`src/rtl/rwct_pkg.sv`:
```
// Shared widths, register indexes and region codes of the wall column texel core.
`default_nettype none

package rwct_pkg;

  localparam int COLUMN_W = 11;
  localparam int ROW_W    = 10;
  localparam int SLICE_W  = 16;
  localparam int COORD_W  = 32;
  localparam int DIR_W    = 18;
  localparam int CFG_W    = 11;
  localparam int RGB_W    = 24;
  localparam int TEXEL_W  = 10;
  localparam int FRAC_W   = 16;
  localparam int DVD_W    = SLICE_W + CFG_W;
  localparam int DIV_BITS = CFG_W;

  localparam int REG_INDEX_W = 3;
  localparam int REG_DATA_W  = RGB_W;

  localparam logic [CFG_W-1:0] SCREEN_HEIGHT_RESET  = 11'd480;
  localparam logic [CFG_W-1:0] TEXTURE_WIDTH_RESET  = 11'd64;
  localparam logic [CFG_W-1:0] TEXTURE_HEIGHT_RESET = 11'd64;
  localparam logic [TEXEL_W-1:0] TEXEL_MAX = '1;

  typedef enum logic [REG_INDEX_W-1:0] {
    REG_SCREEN_HEIGHT  = 3'd0,
    REG_TEXTURE_WIDTH  = 3'd1,
    REG_TEXTURE_HEIGHT = 3'd2,
    REG_CEILING_RGB    = 3'd3,
    REG_FLOOR_RGB      = 3'd4
  } reg_index_t;

  typedef enum logic [1:0] {
    REGION_CEILING = 2'd0,
    REGION_WALL    = 2'd1,
    REGION_FLOOR   = 2'd2,
    REGION_BLANK   = 2'd3
  } region_t;

endpackage

`default_nettype wire

```
`src/rtl/rwct_pixel_if.sv`:
```
// Input channel of the wall column texel core: one screen pixel of a wall column per word.
`default_nettype none

interface rwct_pixel_if
  import rwct_pkg::*;
();

  logic                      valid;
  logic                      ready;
  logic [COLUMN_W-1:0]       column;
  logic [ROW_W-1:0]          row;
  logic [SLICE_W-1:0]        slice_height;
  logic [COORD_W-1:0]        player_coord;
  logic [COORD_W-1:0]        perp_dist;
  logic signed [DIR_W-1:0]   ray_dir;
  logic                      hit_side;
  logic                      side_dir_negative;

  modport source (
    output valid, column, row, slice_height, player_coord, perp_dist, ray_dir,
           hit_side, side_dir_negative,
    input  ready
  );

  modport sink (
    input  valid, column, row, slice_height, player_coord, perp_dist, ray_dir,
           hit_side, side_dir_negative,
    output ready
  );

endinterface

`default_nettype wire

```
`src/rtl/rwct_texel_if.sv`:
```
// Output channel of the wall column texel core: region, fill color and texel coordinates.
`default_nettype none

interface rwct_texel_if
  import rwct_pkg::*;
();

  logic                valid;
  logic                ready;
  logic [COLUMN_W-1:0] out_column;
  logic [ROW_W-1:0]    out_row;
  logic [1:0]          region;
  logic [RGB_W-1:0]    fill_rgb;
  logic [TEXEL_W-1:0]  texel_x;
  logic [TEXEL_W-1:0]  texel_y;

  modport source (
    output valid, out_column, out_row, region, fill_rgb, texel_x, texel_y,
    input  ready
  );

  modport sink (
    input  valid, out_column, out_row, region, fill_rgb, texel_x, texel_y,
    output ready
  );

endinterface

`default_nettype wire

```
`src/rtl/raycast_wall_column_texel_core.sv`:
```
// Top level of the wall column texel core: span classification and texel pipeline.
//
// Each word on the pixel channel is one screen pixel of a raycast wall column.
// The core classes the row as ceiling, wall, floor or blank and, for wall rows,
// returns the texture column and row; ceiling and floor rows carry the colors
// held in the configuration registers. Registers are written through wr_en,
// wr_index and wr_data; the user must do so only while no pixel is in flight,
// as the block does not enforce it. Every pixel gives exactly one word on the
// texel channel, in order. The stages are one for the span compare and the
// distance times direction product, one for the hit fraction and the texel
// row dividend, 11 stages of the texel row divider (one quotient bit each) and
// the output register; a new pixel is taken each cycle unless all stages stall.
// Each stage holds its word while the stage after it is full and stalled, so a
// stall on the texel channel fills the empty stages first and only then
// deasserts ready on the pixel channel. Nothing is dropped or repeated.
// Reset empties the pipeline and loads the registers with their defaults:
// 480 rows, a 64 by 64 texture, black ceiling and floor.
`default_nettype none

module raycast_wall_column_texel_core
  import rwct_pkg::*;
(
  input  wire logic                   clk,
  input  wire logic                   rst,
  input  wire logic                   wr_en,
  input  wire logic [REG_INDEX_W-1:0] wr_index,
  input  wire logic [REG_DATA_W-1:0]  wr_data,
  rwct_pixel_if.sink                  pixel,
  rwct_texel_if.source                texel
);

  localparam int NST = DIV_BITS + 3;
  localparam int ST_A = 0;
  localparam int ST_B = 1;
  localparam int ST_D = 2;
  localparam int ST_O = NST - 1;

  typedef struct packed {
    logic [COLUMN_W-1:0] column;
    logic [ROW_W-1:0]    row;
    region_t             region;
    logic                mirror;
    logic [SLICE_W-1:0]  lh;
    logic [SLICE_W-1:0]  num;
    logic [FRAC_W-1:0]   coord_lo;
    logic [FRAC_W-1:0]   prod_mid;
  } a_t;

  typedef struct packed {
    logic [COLUMN_W-1:0] column;
    logic [ROW_W-1:0]    row;
    region_t             region;
    logic                mirror;
    logic [SLICE_W-1:0]  lh;
    logic [FRAC_W-1:0]   frac;
    logic [DVD_W-1:0]    dvd;
  } b_t;

  typedef struct packed {
    logic [COLUMN_W-1:0] column;
    logic [ROW_W-1:0]    row;
    region_t             region;
    logic                mirror;
    logic [SLICE_W-1:0]  lh;
    logic [FRAC_W-1:0]   frac;
    logic [DVD_W-1:0]    rem;
    logic [DIV_BITS-1:0] quo;
    logic [CFG_W-1:0]    tx;
  } d_t;

  typedef struct packed {
    logic [COLUMN_W-1:0] column;
    logic [ROW_W-1:0]    row;
    region_t             region;
    logic [RGB_W-1:0]    fill;
    logic [TEXEL_W-1:0]  tx;
    logic [TEXEL_W-1:0]  ty;
  } o_t;

  function automatic logic [TEXEL_W-1:0] sat_texel(input logic [CFG_W-1:0] x);
    logic [TEXEL_W-1:0] r;
    r = (x > CFG_W'(TEXEL_MAX)) ? TEXEL_MAX : x[TEXEL_W-1:0];
    return r;
  endfunction

  logic [CFG_W-1:0] screen_height;
  logic [CFG_W-1:0] texture_width;
  logic [CFG_W-1:0] texture_height;
  logic [RGB_W-1:0] ceiling_rgb;
  logic [RGB_W-1:0] floor_rgb;

  logic [NST-1:0] v;
  logic [NST-1:0] en;

  a_t a, a_next;
  b_t b, b_next;
  d_t dst [DIV_BITS];
  d_t dsrc [DIV_BITS];
  d_t dst_next [DIV_BITS];
  o_t o, o_next;

  always_ff @(posedge clk) begin
    if (rst) begin
      screen_height  <= SCREEN_HEIGHT_RESET;
      texture_width  <= TEXTURE_WIDTH_RESET;
      texture_height <= TEXTURE_HEIGHT_RESET;
      ceiling_rgb    <= '0;
      floor_rgb      <= '0;
    end else if (wr_en) begin
      unique case (wr_index)
        REG_SCREEN_HEIGHT:  screen_height  <= wr_data[CFG_W-1:0];
        REG_TEXTURE_WIDTH:  texture_width  <= wr_data[CFG_W-1:0];
        REG_TEXTURE_HEIGHT: texture_height <= wr_data[CFG_W-1:0];
        REG_CEILING_RGB:    ceiling_rgb    <= wr_data[RGB_W-1:0];
        REG_FLOOR_RGB:      floor_rgb      <= wr_data[RGB_W-1:0];
        default: ;
      endcase
    end
  end

  // A stage may load when the texel channel is ready, when it is empty or when some later stage has room.
  always_comb begin
    for (int k = 0; k < NST; k++) begin
      en[k] = texel.ready || (((~v) >> k) != '0);
    end
  end

  assign pixel.ready = en[ST_A];

  always_ff @(posedge clk) begin
    if (rst) begin
      v <= '0;
    end else begin
      if (en[0]) begin
        v[0] <= pixel.valid;
      end
      for (int k = 1; k < NST; k++) begin
        if (en[k]) begin
          v[k] <= v[k-1];
        end
      end
    end
  end

  // Span classification and fraction product.
  logic [CFG_W-2:0]          half_h;
  logic [SLICE_W-2:0]        lh_half;
  logic [ROW_W-1:0]          span_start;
  logic [SLICE_W-1:0]        end_sum;
  logic [SLICE_W-1:0]        span_end;
  logic signed [COORD_W+DIR_W:0] prod_full;

  assign prod_full = $signed({1'b0, pixel.perp_dist}) * pixel.ray_dir;

  always_comb begin
    half_h  = screen_height[CFG_W-1:1];
    lh_half = pixel.slice_height[SLICE_W-1:1];
    if (SLICE_W'(half_h) >= SLICE_W'(lh_half)) begin
      span_start = ROW_W'(SLICE_W'(half_h) - SLICE_W'(lh_half));
    end else begin
      span_start = '0;
    end
    end_sum = SLICE_W'(lh_half) + SLICE_W'(half_h);
    if (end_sum >= SLICE_W'(screen_height)) begin
      span_end = SLICE_W'(screen_height) - SLICE_W'(1);
    end else begin
      span_end = end_sum;
    end

    a_next.column = pixel.column;
    a_next.row    = pixel.row;
    if (CFG_W'(pixel.row) >= screen_height) begin
      a_next.region = REGION_BLANK;
    end else if (pixel.row < span_start) begin
      a_next.region = REGION_CEILING;
    end else if (SLICE_W'(pixel.row) < span_end) begin
      a_next.region = REGION_WALL;
    end else begin
      a_next.region = REGION_FLOOR;
    end
    a_next.mirror   = pixel.hit_side ~^ pixel.side_dir_negative;
    a_next.lh       = pixel.slice_height;
    a_next.num      = SLICE_W'(pixel.row) + SLICE_W'(lh_half) - SLICE_W'(half_h);
    a_next.coord_lo = pixel.player_coord[FRAC_W-1:0];
    a_next.prod_mid = prod_full[2*FRAC_W-1:FRAC_W];
  end

  // Hit fraction and texel row dividend.
  always_comb begin
    b_next.column = a.column;
    b_next.row    = a.row;
    b_next.region = a.region;
    b_next.mirror = a.mirror;
    b_next.lh     = a.lh;
    b_next.frac   = a.coord_lo + a.prod_mid;
    b_next.dvd    = DVD_W'(a.num) * DVD_W'(texture_height);
  end

  assign dsrc[0] = '{column: b.column, row: b.row, region: b.region, mirror: b.mirror,
                     lh: b.lh, frac: b.frac, rem: b.dvd, quo: '0, tx: '0};

  for (genvar g = 1; g < DIV_BITS; g++) begin : g_dsrc
    assign dsrc[g] = dst[g-1];
  end

  // Restoring divider, one quotient bit per stage; the texel column rides along.
  always_comb begin
    logic [DVD_W-1:0] divisor;
    logic [DVD_W-1:0] txp;
    for (int k = 0; k < DIV_BITS; k++) begin
      dst_next[k] = dsrc[k];
      divisor = DVD_W'(dsrc[k].lh) << (DIV_BITS - 1 - k);
      if (dsrc[k].rem >= divisor) begin
        dst_next[k].rem = dsrc[k].rem - divisor;
        dst_next[k].quo[DIV_BITS-1-k] = 1'b1;
      end
      txp = DVD_W'(dsrc[k].frac) * DVD_W'(texture_width);
      if (k == 0) begin
        dst_next[k].tx = txp[DVD_W-1:FRAC_W];
      end else if (k == 1 && dsrc[k].mirror && texture_width != '0) begin
        dst_next[k].tx = texture_width - dsrc[k].tx - CFG_W'(1);
      end
    end
  end

  always_comb begin
    o_next.column = dst[DIV_BITS-1].column;
    o_next.row    = dst[DIV_BITS-1].row;
    o_next.region = dst[DIV_BITS-1].region;
    o_next.fill   = '0;
    o_next.tx     = '0;
    o_next.ty     = '0;
    case (dst[DIV_BITS-1].region)
      REGION_CEILING: o_next.fill = ceiling_rgb;
      REGION_FLOOR:   o_next.fill = floor_rgb;
      REGION_WALL: begin
        o_next.tx = sat_texel(dst[DIV_BITS-1].tx);
        o_next.ty = sat_texel(dst[DIV_BITS-1].quo);
      end
      default: ;
    endcase
  end

  always_ff @(posedge clk) begin
    if (en[ST_A]) begin
      a <= a_next;
    end
    if (en[ST_B]) begin
      b <= b_next;
    end
    for (int k = 0; k < DIV_BITS; k++) begin
      if (en[ST_D+k]) begin
        dst[k] <= dst_next[k];
      end
    end
    if (en[ST_O]) begin
      o <= o_next;
    end
  end

  assign texel.valid      = v[ST_O];
  assign texel.out_column = o.column;
  assign texel.out_row    = o.row;
  assign texel.region     = o.region;
  assign texel.fill_rgb   = o.fill;
  assign texel.texel_x    = o.tx;
  assign texel.texel_y    = o.ty;

endmodule

`default_nettype wire

```
`src/flat_wrapper.sv`:
```
// flat-port wrapper written by rule: the top's interface ports become plain ports
module raycast_wall_column_texel_core_flat import rwct_pkg::*;
  (clk, rst, wr_en, wr_index, wr_data, pixel_valid, pixel_column, pixel_row, pixel_slice_height, pixel_player_coord, pixel_perp_dist, pixel_ray_dir, pixel_hit_side, pixel_side_dir_negative, pixel_ready, texel_valid, texel_out_column, texel_out_row, texel_region, texel_fill_rgb, texel_texel_x, texel_texel_y, texel_ready);
  rwct_pixel_if pixel_i ();
  rwct_texel_if texel_i ();
  input  wire logic clk;
  input  wire logic rst;
  input  wire logic wr_en;
  input  wire logic [REG_INDEX_W-1:0] wr_index;
  input  wire logic [REG_DATA_W-1:0] wr_data;
  input wire logic [$bits(pixel_i.valid)-1:0] pixel_valid;
  input wire logic [$bits(pixel_i.column)-1:0] pixel_column;
  input wire logic [$bits(pixel_i.row)-1:0] pixel_row;
  input wire logic [$bits(pixel_i.slice_height)-1:0] pixel_slice_height;
  input wire logic [$bits(pixel_i.player_coord)-1:0] pixel_player_coord;
  input wire logic [$bits(pixel_i.perp_dist)-1:0] pixel_perp_dist;
  input wire logic [$bits(pixel_i.ray_dir)-1:0] pixel_ray_dir;
  input wire logic [$bits(pixel_i.hit_side)-1:0] pixel_hit_side;
  input wire logic [$bits(pixel_i.side_dir_negative)-1:0] pixel_side_dir_negative;
  output wire logic [$bits(pixel_i.ready)-1:0] pixel_ready;
  output wire logic [$bits(texel_i.valid)-1:0] texel_valid;
  output wire logic [$bits(texel_i.out_column)-1:0] texel_out_column;
  output wire logic [$bits(texel_i.out_row)-1:0] texel_out_row;
  output wire logic [$bits(texel_i.region)-1:0] texel_region;
  output wire logic [$bits(texel_i.fill_rgb)-1:0] texel_fill_rgb;
  output wire logic [$bits(texel_i.texel_x)-1:0] texel_texel_x;
  output wire logic [$bits(texel_i.texel_y)-1:0] texel_texel_y;
  input wire logic [$bits(texel_i.ready)-1:0] texel_ready;
  assign pixel_i.valid = pixel_valid;
  assign pixel_i.column = pixel_column;
  assign pixel_i.row = pixel_row;
  assign pixel_i.slice_height = pixel_slice_height;
  assign pixel_i.player_coord = pixel_player_coord;
  assign pixel_i.perp_dist = pixel_perp_dist;
  assign pixel_i.ray_dir = pixel_ray_dir;
  assign pixel_i.hit_side = pixel_hit_side;
  assign pixel_i.side_dir_negative = pixel_side_dir_negative;
  assign pixel_ready = pixel_i.ready;
  assign texel_valid = texel_i.valid;
  assign texel_out_column = texel_i.out_column;
  assign texel_out_row = texel_i.out_row;
  assign texel_region = texel_i.region;
  assign texel_fill_rgb = texel_i.fill_rgb;
  assign texel_texel_x = texel_i.texel_x;
  assign texel_texel_y = texel_i.texel_y;
  assign texel_i.ready = texel_ready;
  raycast_wall_column_texel_core u_core (.clk(clk), .rst(rst), .wr_en(wr_en), .wr_index(wr_index), .wr_data(wr_data), .pixel(pixel_i), .texel(texel_i));
endmodule
```
`config.mk`:
```
export PLATFORM = sky130hd
export DESIGN_NAME = raycast_wall_column_texel_core_flat
export DESIGN_NICKNAME = d
export VERILOG_FILES = /design/src/rtl/rwct_pkg.sv /design/src/rtl/rwct_pixel_if.sv /design/src/rtl/rwct_texel_if.sv /design/src/rtl/raycast_wall_column_texel_core.sv /design/src/flat_wrapper.sv
export SDC_FILE = /design/constraint.sdc
export NUM_CORES = 2
export LEC_CHECK = 0
export ABC_AREA = 1
export BUFFER_PORTS_ARGS = -buffer_cell sky130_fd_sc_hd__buf_4
export CORE_ASPECT_RATIO = 0.9
export CORE_MARGIN = 8
export CORE_UTILIZATION = 55
export DETAILED_ROUTE_END_ITERATION = 10
export GPL_TIMING_DRIVEN = 0
export PLACE_DENSITY = 0.69
export SETUP_SLACK_MARGIN = 0.05
export SKIP_CTS_REPAIR_TIMING = 1
export SYNTH_ARGS = -nofsm -noshare
export SYNTH_HDL_FRONTEND = slang
export SYNTH_SLANG_ARGS = --single-unit
```
`constraint.sdc`:
```
create_clock -name clk -period 27.7 [get_ports clk]
set_input_delay 2.77 -clock clk [delete_from_list [all_inputs] [get_ports clk]]
set_output_delay 2.77 -clock clk [all_outputs]
set_load 0.01 [all_outputs]
```
==> flow_summary.json <==
{
  "min_path_cells": 0,
  "timing.final.crit_share_pct": 47.31,
  "maxUsedRoutingLayer": "met5",
  "status": "finished clean",
  "powerDensity_nw_per_um2": 106.4,
  "clock_sinks": 1204,
  "yosysMostFrequentCell": "inv_1",
  "wl_per_cell_um": 18.77,
  "via_per_inst": 5.329,
  "worst-setup-path-type": "in2out",
  "synth_top_area_share_pct": 43.60,
  "layout-drive-gt1-share_pct": 6.374,
  "synth_edf_count": 1109,
  "grt_pass1_wl_mm": 284.6,
  "hp-class": "reg2reg",
  "fin_worst_skew_ps": 67.69,
  "synthTopCellsByCount": "1511 x inv_1, 1346 x nand2_1, 1109 x edfxtp_1",
  "syn_to_final_growth_pct": 10.41,
  "syn-num-nets": 8602,
  "finalSetupViolCount": 0,
  "endpoint_kind": "primary output",
  "numCtsBuffers": 114,
  "hpwl_mm": 140.8,
  "rsz0062_at_grt": "no",
  "required_ps": 24930,
  "hold_end": "u_core.dst[1][21]",
  "p_leak_nw": 39.45,
  "ys_ff_latch": 1204,
  "setup_slack_ps": 14590,
  "holdCritStartpoint": "u_core.dst[0][21]",
  "synth_async_sr_flop_share_pct": 0,
  "start_kind": "input port",
  "tightest_slew_ps": 1185,
  "ff2ff_path_depth": 26,
  "yosysTopAreaCell": "edfxtp_1",
  "post_dp_cell_area_um2": 80360,
  "grt_max_degree": 82,
  "crit_family": "simple AND/OR/NAND/NOR gates",
  "crit_buf_inv": 17,
  "drv_cap": 0,
  "clk_pin_slew_ps": 70,
  "slowest_delay_ps": 700,
  "crit_fanout": 81,
  "max_freq_mhz": 76.30,
  "tritoncts": "done",
  "finalMaxSlewViolations": 0,
  "hold_violations": 0,
  "regToRegSetupSlack_ps": 19740,
  "synth_cell_type_count": 70,
  "crit_path_top_delay_cell": "nand3_4",
  "dieArea_um2": 151100,
  "grt_pass1_vias": 52240,
  "port_buffers": 177,
  "ios": 222,
  "grt_overflow_total": 0,
  "start_util_pct": 55.47,
  "die_x_um": 408.8,
  "synth_area_um2": 76370,
  "wl_met2_mm": 86.73,
  "rows": 129,
  "globalplace.congestion": 0.9327,
  "nNetsFinal": 8908,
  "cts_max_path_buffers": 3,
  "core_um2": 137700,
  "rr_endpoint": "u_core.a[29]",
  "place_ws_ps": 13660,
  "syn_area_per_cell_um2": 10.40,
  "worstPathArrival_ps": 10340,
  "route.met3.wl_mm": 10.84,
  "relSlewSlack_pct": 21.02,
  "met1Wirelength_mm": 76.99,
  "period_needed_ps": 13110,
  "firstDrtPassIters": 6,
  "max-vdd-ir-drop_v": 0.0003591,
  "die_y_um": 369.5,
  "track_usage_pct": 23.63,
  "total_power_mw": 8.968,
  "dpl.cell_count": 9366,
  "cts-htree-levels": 3,
  "yosysSeqAreaShare_pct": 46.09,
  "utilization_pct": 61.25,
  "cts_root_buffer": "clkbuf_16",
  "tns_ps": 0,
  "whs_ps": 391.4,
  "crit_path_start": "texel_ready",
  "worstReg2RegStart": "u_core.v[13]",
  "layout.cells.non_filler": 9585,
  "yosys-top-cells-area": "edfxtp_1 44%, fa_1 16%, ha_1 8.2%",
  "postSynthCellCount": 7343,
  "antenna_found_initial": 8,
  "vias": 51080,
  "drc_errors": 0,
  "ant_nets": 0,
  "synth_flop_cell": "edfxtp_1",
  "clkLatencyLatePin_ps": 740,
  "yosys_warnings": 0,
  "drt_iter0_drc": 3801,
  "final_area_um2": 84330,
  "wl_mm": 179.9
}
==> sequential cells by signal, indices dropped and copies added, names as in the netlist <==
signal,cells
u_core.floor_rgb,24
u_core.texel.texel_x,10
u_core.texture_height,11
u_core.texture_width,11
u_core.b,83
u_core.dst,871
u_core.v,14
u_core.texel.region,2
u_core.texel.fill_rgb,24
u_core.texel.out_column,11
u_core.texel.out_row,10
u_core.texel.texel_y,10
u_core.a,88
u_core.screen_height,11
u_core.ceiling_rgb,24
==> cell type report <==
type | count | area (µm²)
Antenna cell | 1 | 2.502
Fill cell | 11280 | 53350
Tap cell | 1834 | 2295
Clock inverter | 81 | 973.4
Sequential cell | 1204 | 35200
Timing Repair Buffer | 190 | 1672
Inverter | 1521 | 5732
Clock buffer | 136 | 2967
Buffer | 230 | 950.9
Multi-Input combinational cell | 4388 | 34530
==> worst reg2reg max path: cells and delay by family (launching register included) <==
family,cells,cell delay (ps)
DFF,1,420
and+or+nand+nor,12,3970
buffers and inverters,14,3180
==> where the power goes <==
group	total [mW]	switching (mW)	leakage, nW	internal [mW]
Combinational	4.47	2.77	24.8	1.70
Sequential	2.89	0.238	12.7	2.65
Clock	1.61	0.692	1.91	0.916
==> routing by layer <==
metal / global-route usage, % / vias to the layer above
met2: 40.06 / 1521
li1: - / 24070
met4: 6.740 / 8
met1: 32.08 / 25160
met3: 3.164 / 324
met5: 0 / -
==> how the worst max path moves through the flow <==
stage,end,slack (ps),cells past startpoint
after CTS,pixel_ready,13590,29
after global placement,pixel_ready,8170,22
after detailed placement,pixel_ready,13660,29
after global routing,pixel_ready,13870,29
after floorplan,pixel_ready,12440,20
final,pixel_ready,14590,29
==> logic make-up after synthesis <==
family                     count (synthesis)  share of synthesized area [%]
buffers and inverters                   1751                          8.720
adders and majority gates               1106                          24.07
AOI/OAI and AO/OA                        864                          6.278
and+or+nand+nor                         2103                          11.23
DFF                                     1204                          46.09
xor gates and xnor gates                 315                          3.612
==> cells in the final DEF, fill, tap and decap left out, types with 12 or more instances in the layout <==
master,count
buf_4,181
clkbuf_16,115
buf_2,13
a211oi_1,12
bufinv_16,15
nor2_1,431
dfxtp_1,95
nand4_1,35
edfxtp_1,1109
fa_1,605
or2_2,17
o21ai_2,16
o211ai_1,16
a21o_1,12
o21bai_1,14
buf_1,17
clkinv_1,19
o21ai_0,293
nor3_1,52
inv_1,1509
a21oi_1,410
nor4_1,29
nand2_1,1345
xnor2_1,150
clkbuf_1,206
xor2_1,165
clkinv_2,24
nand3_1,144
a31oi_1,12
o21ai_1,14
ha_1,501
Note: power is estimated with default switching activity, not from simulation.
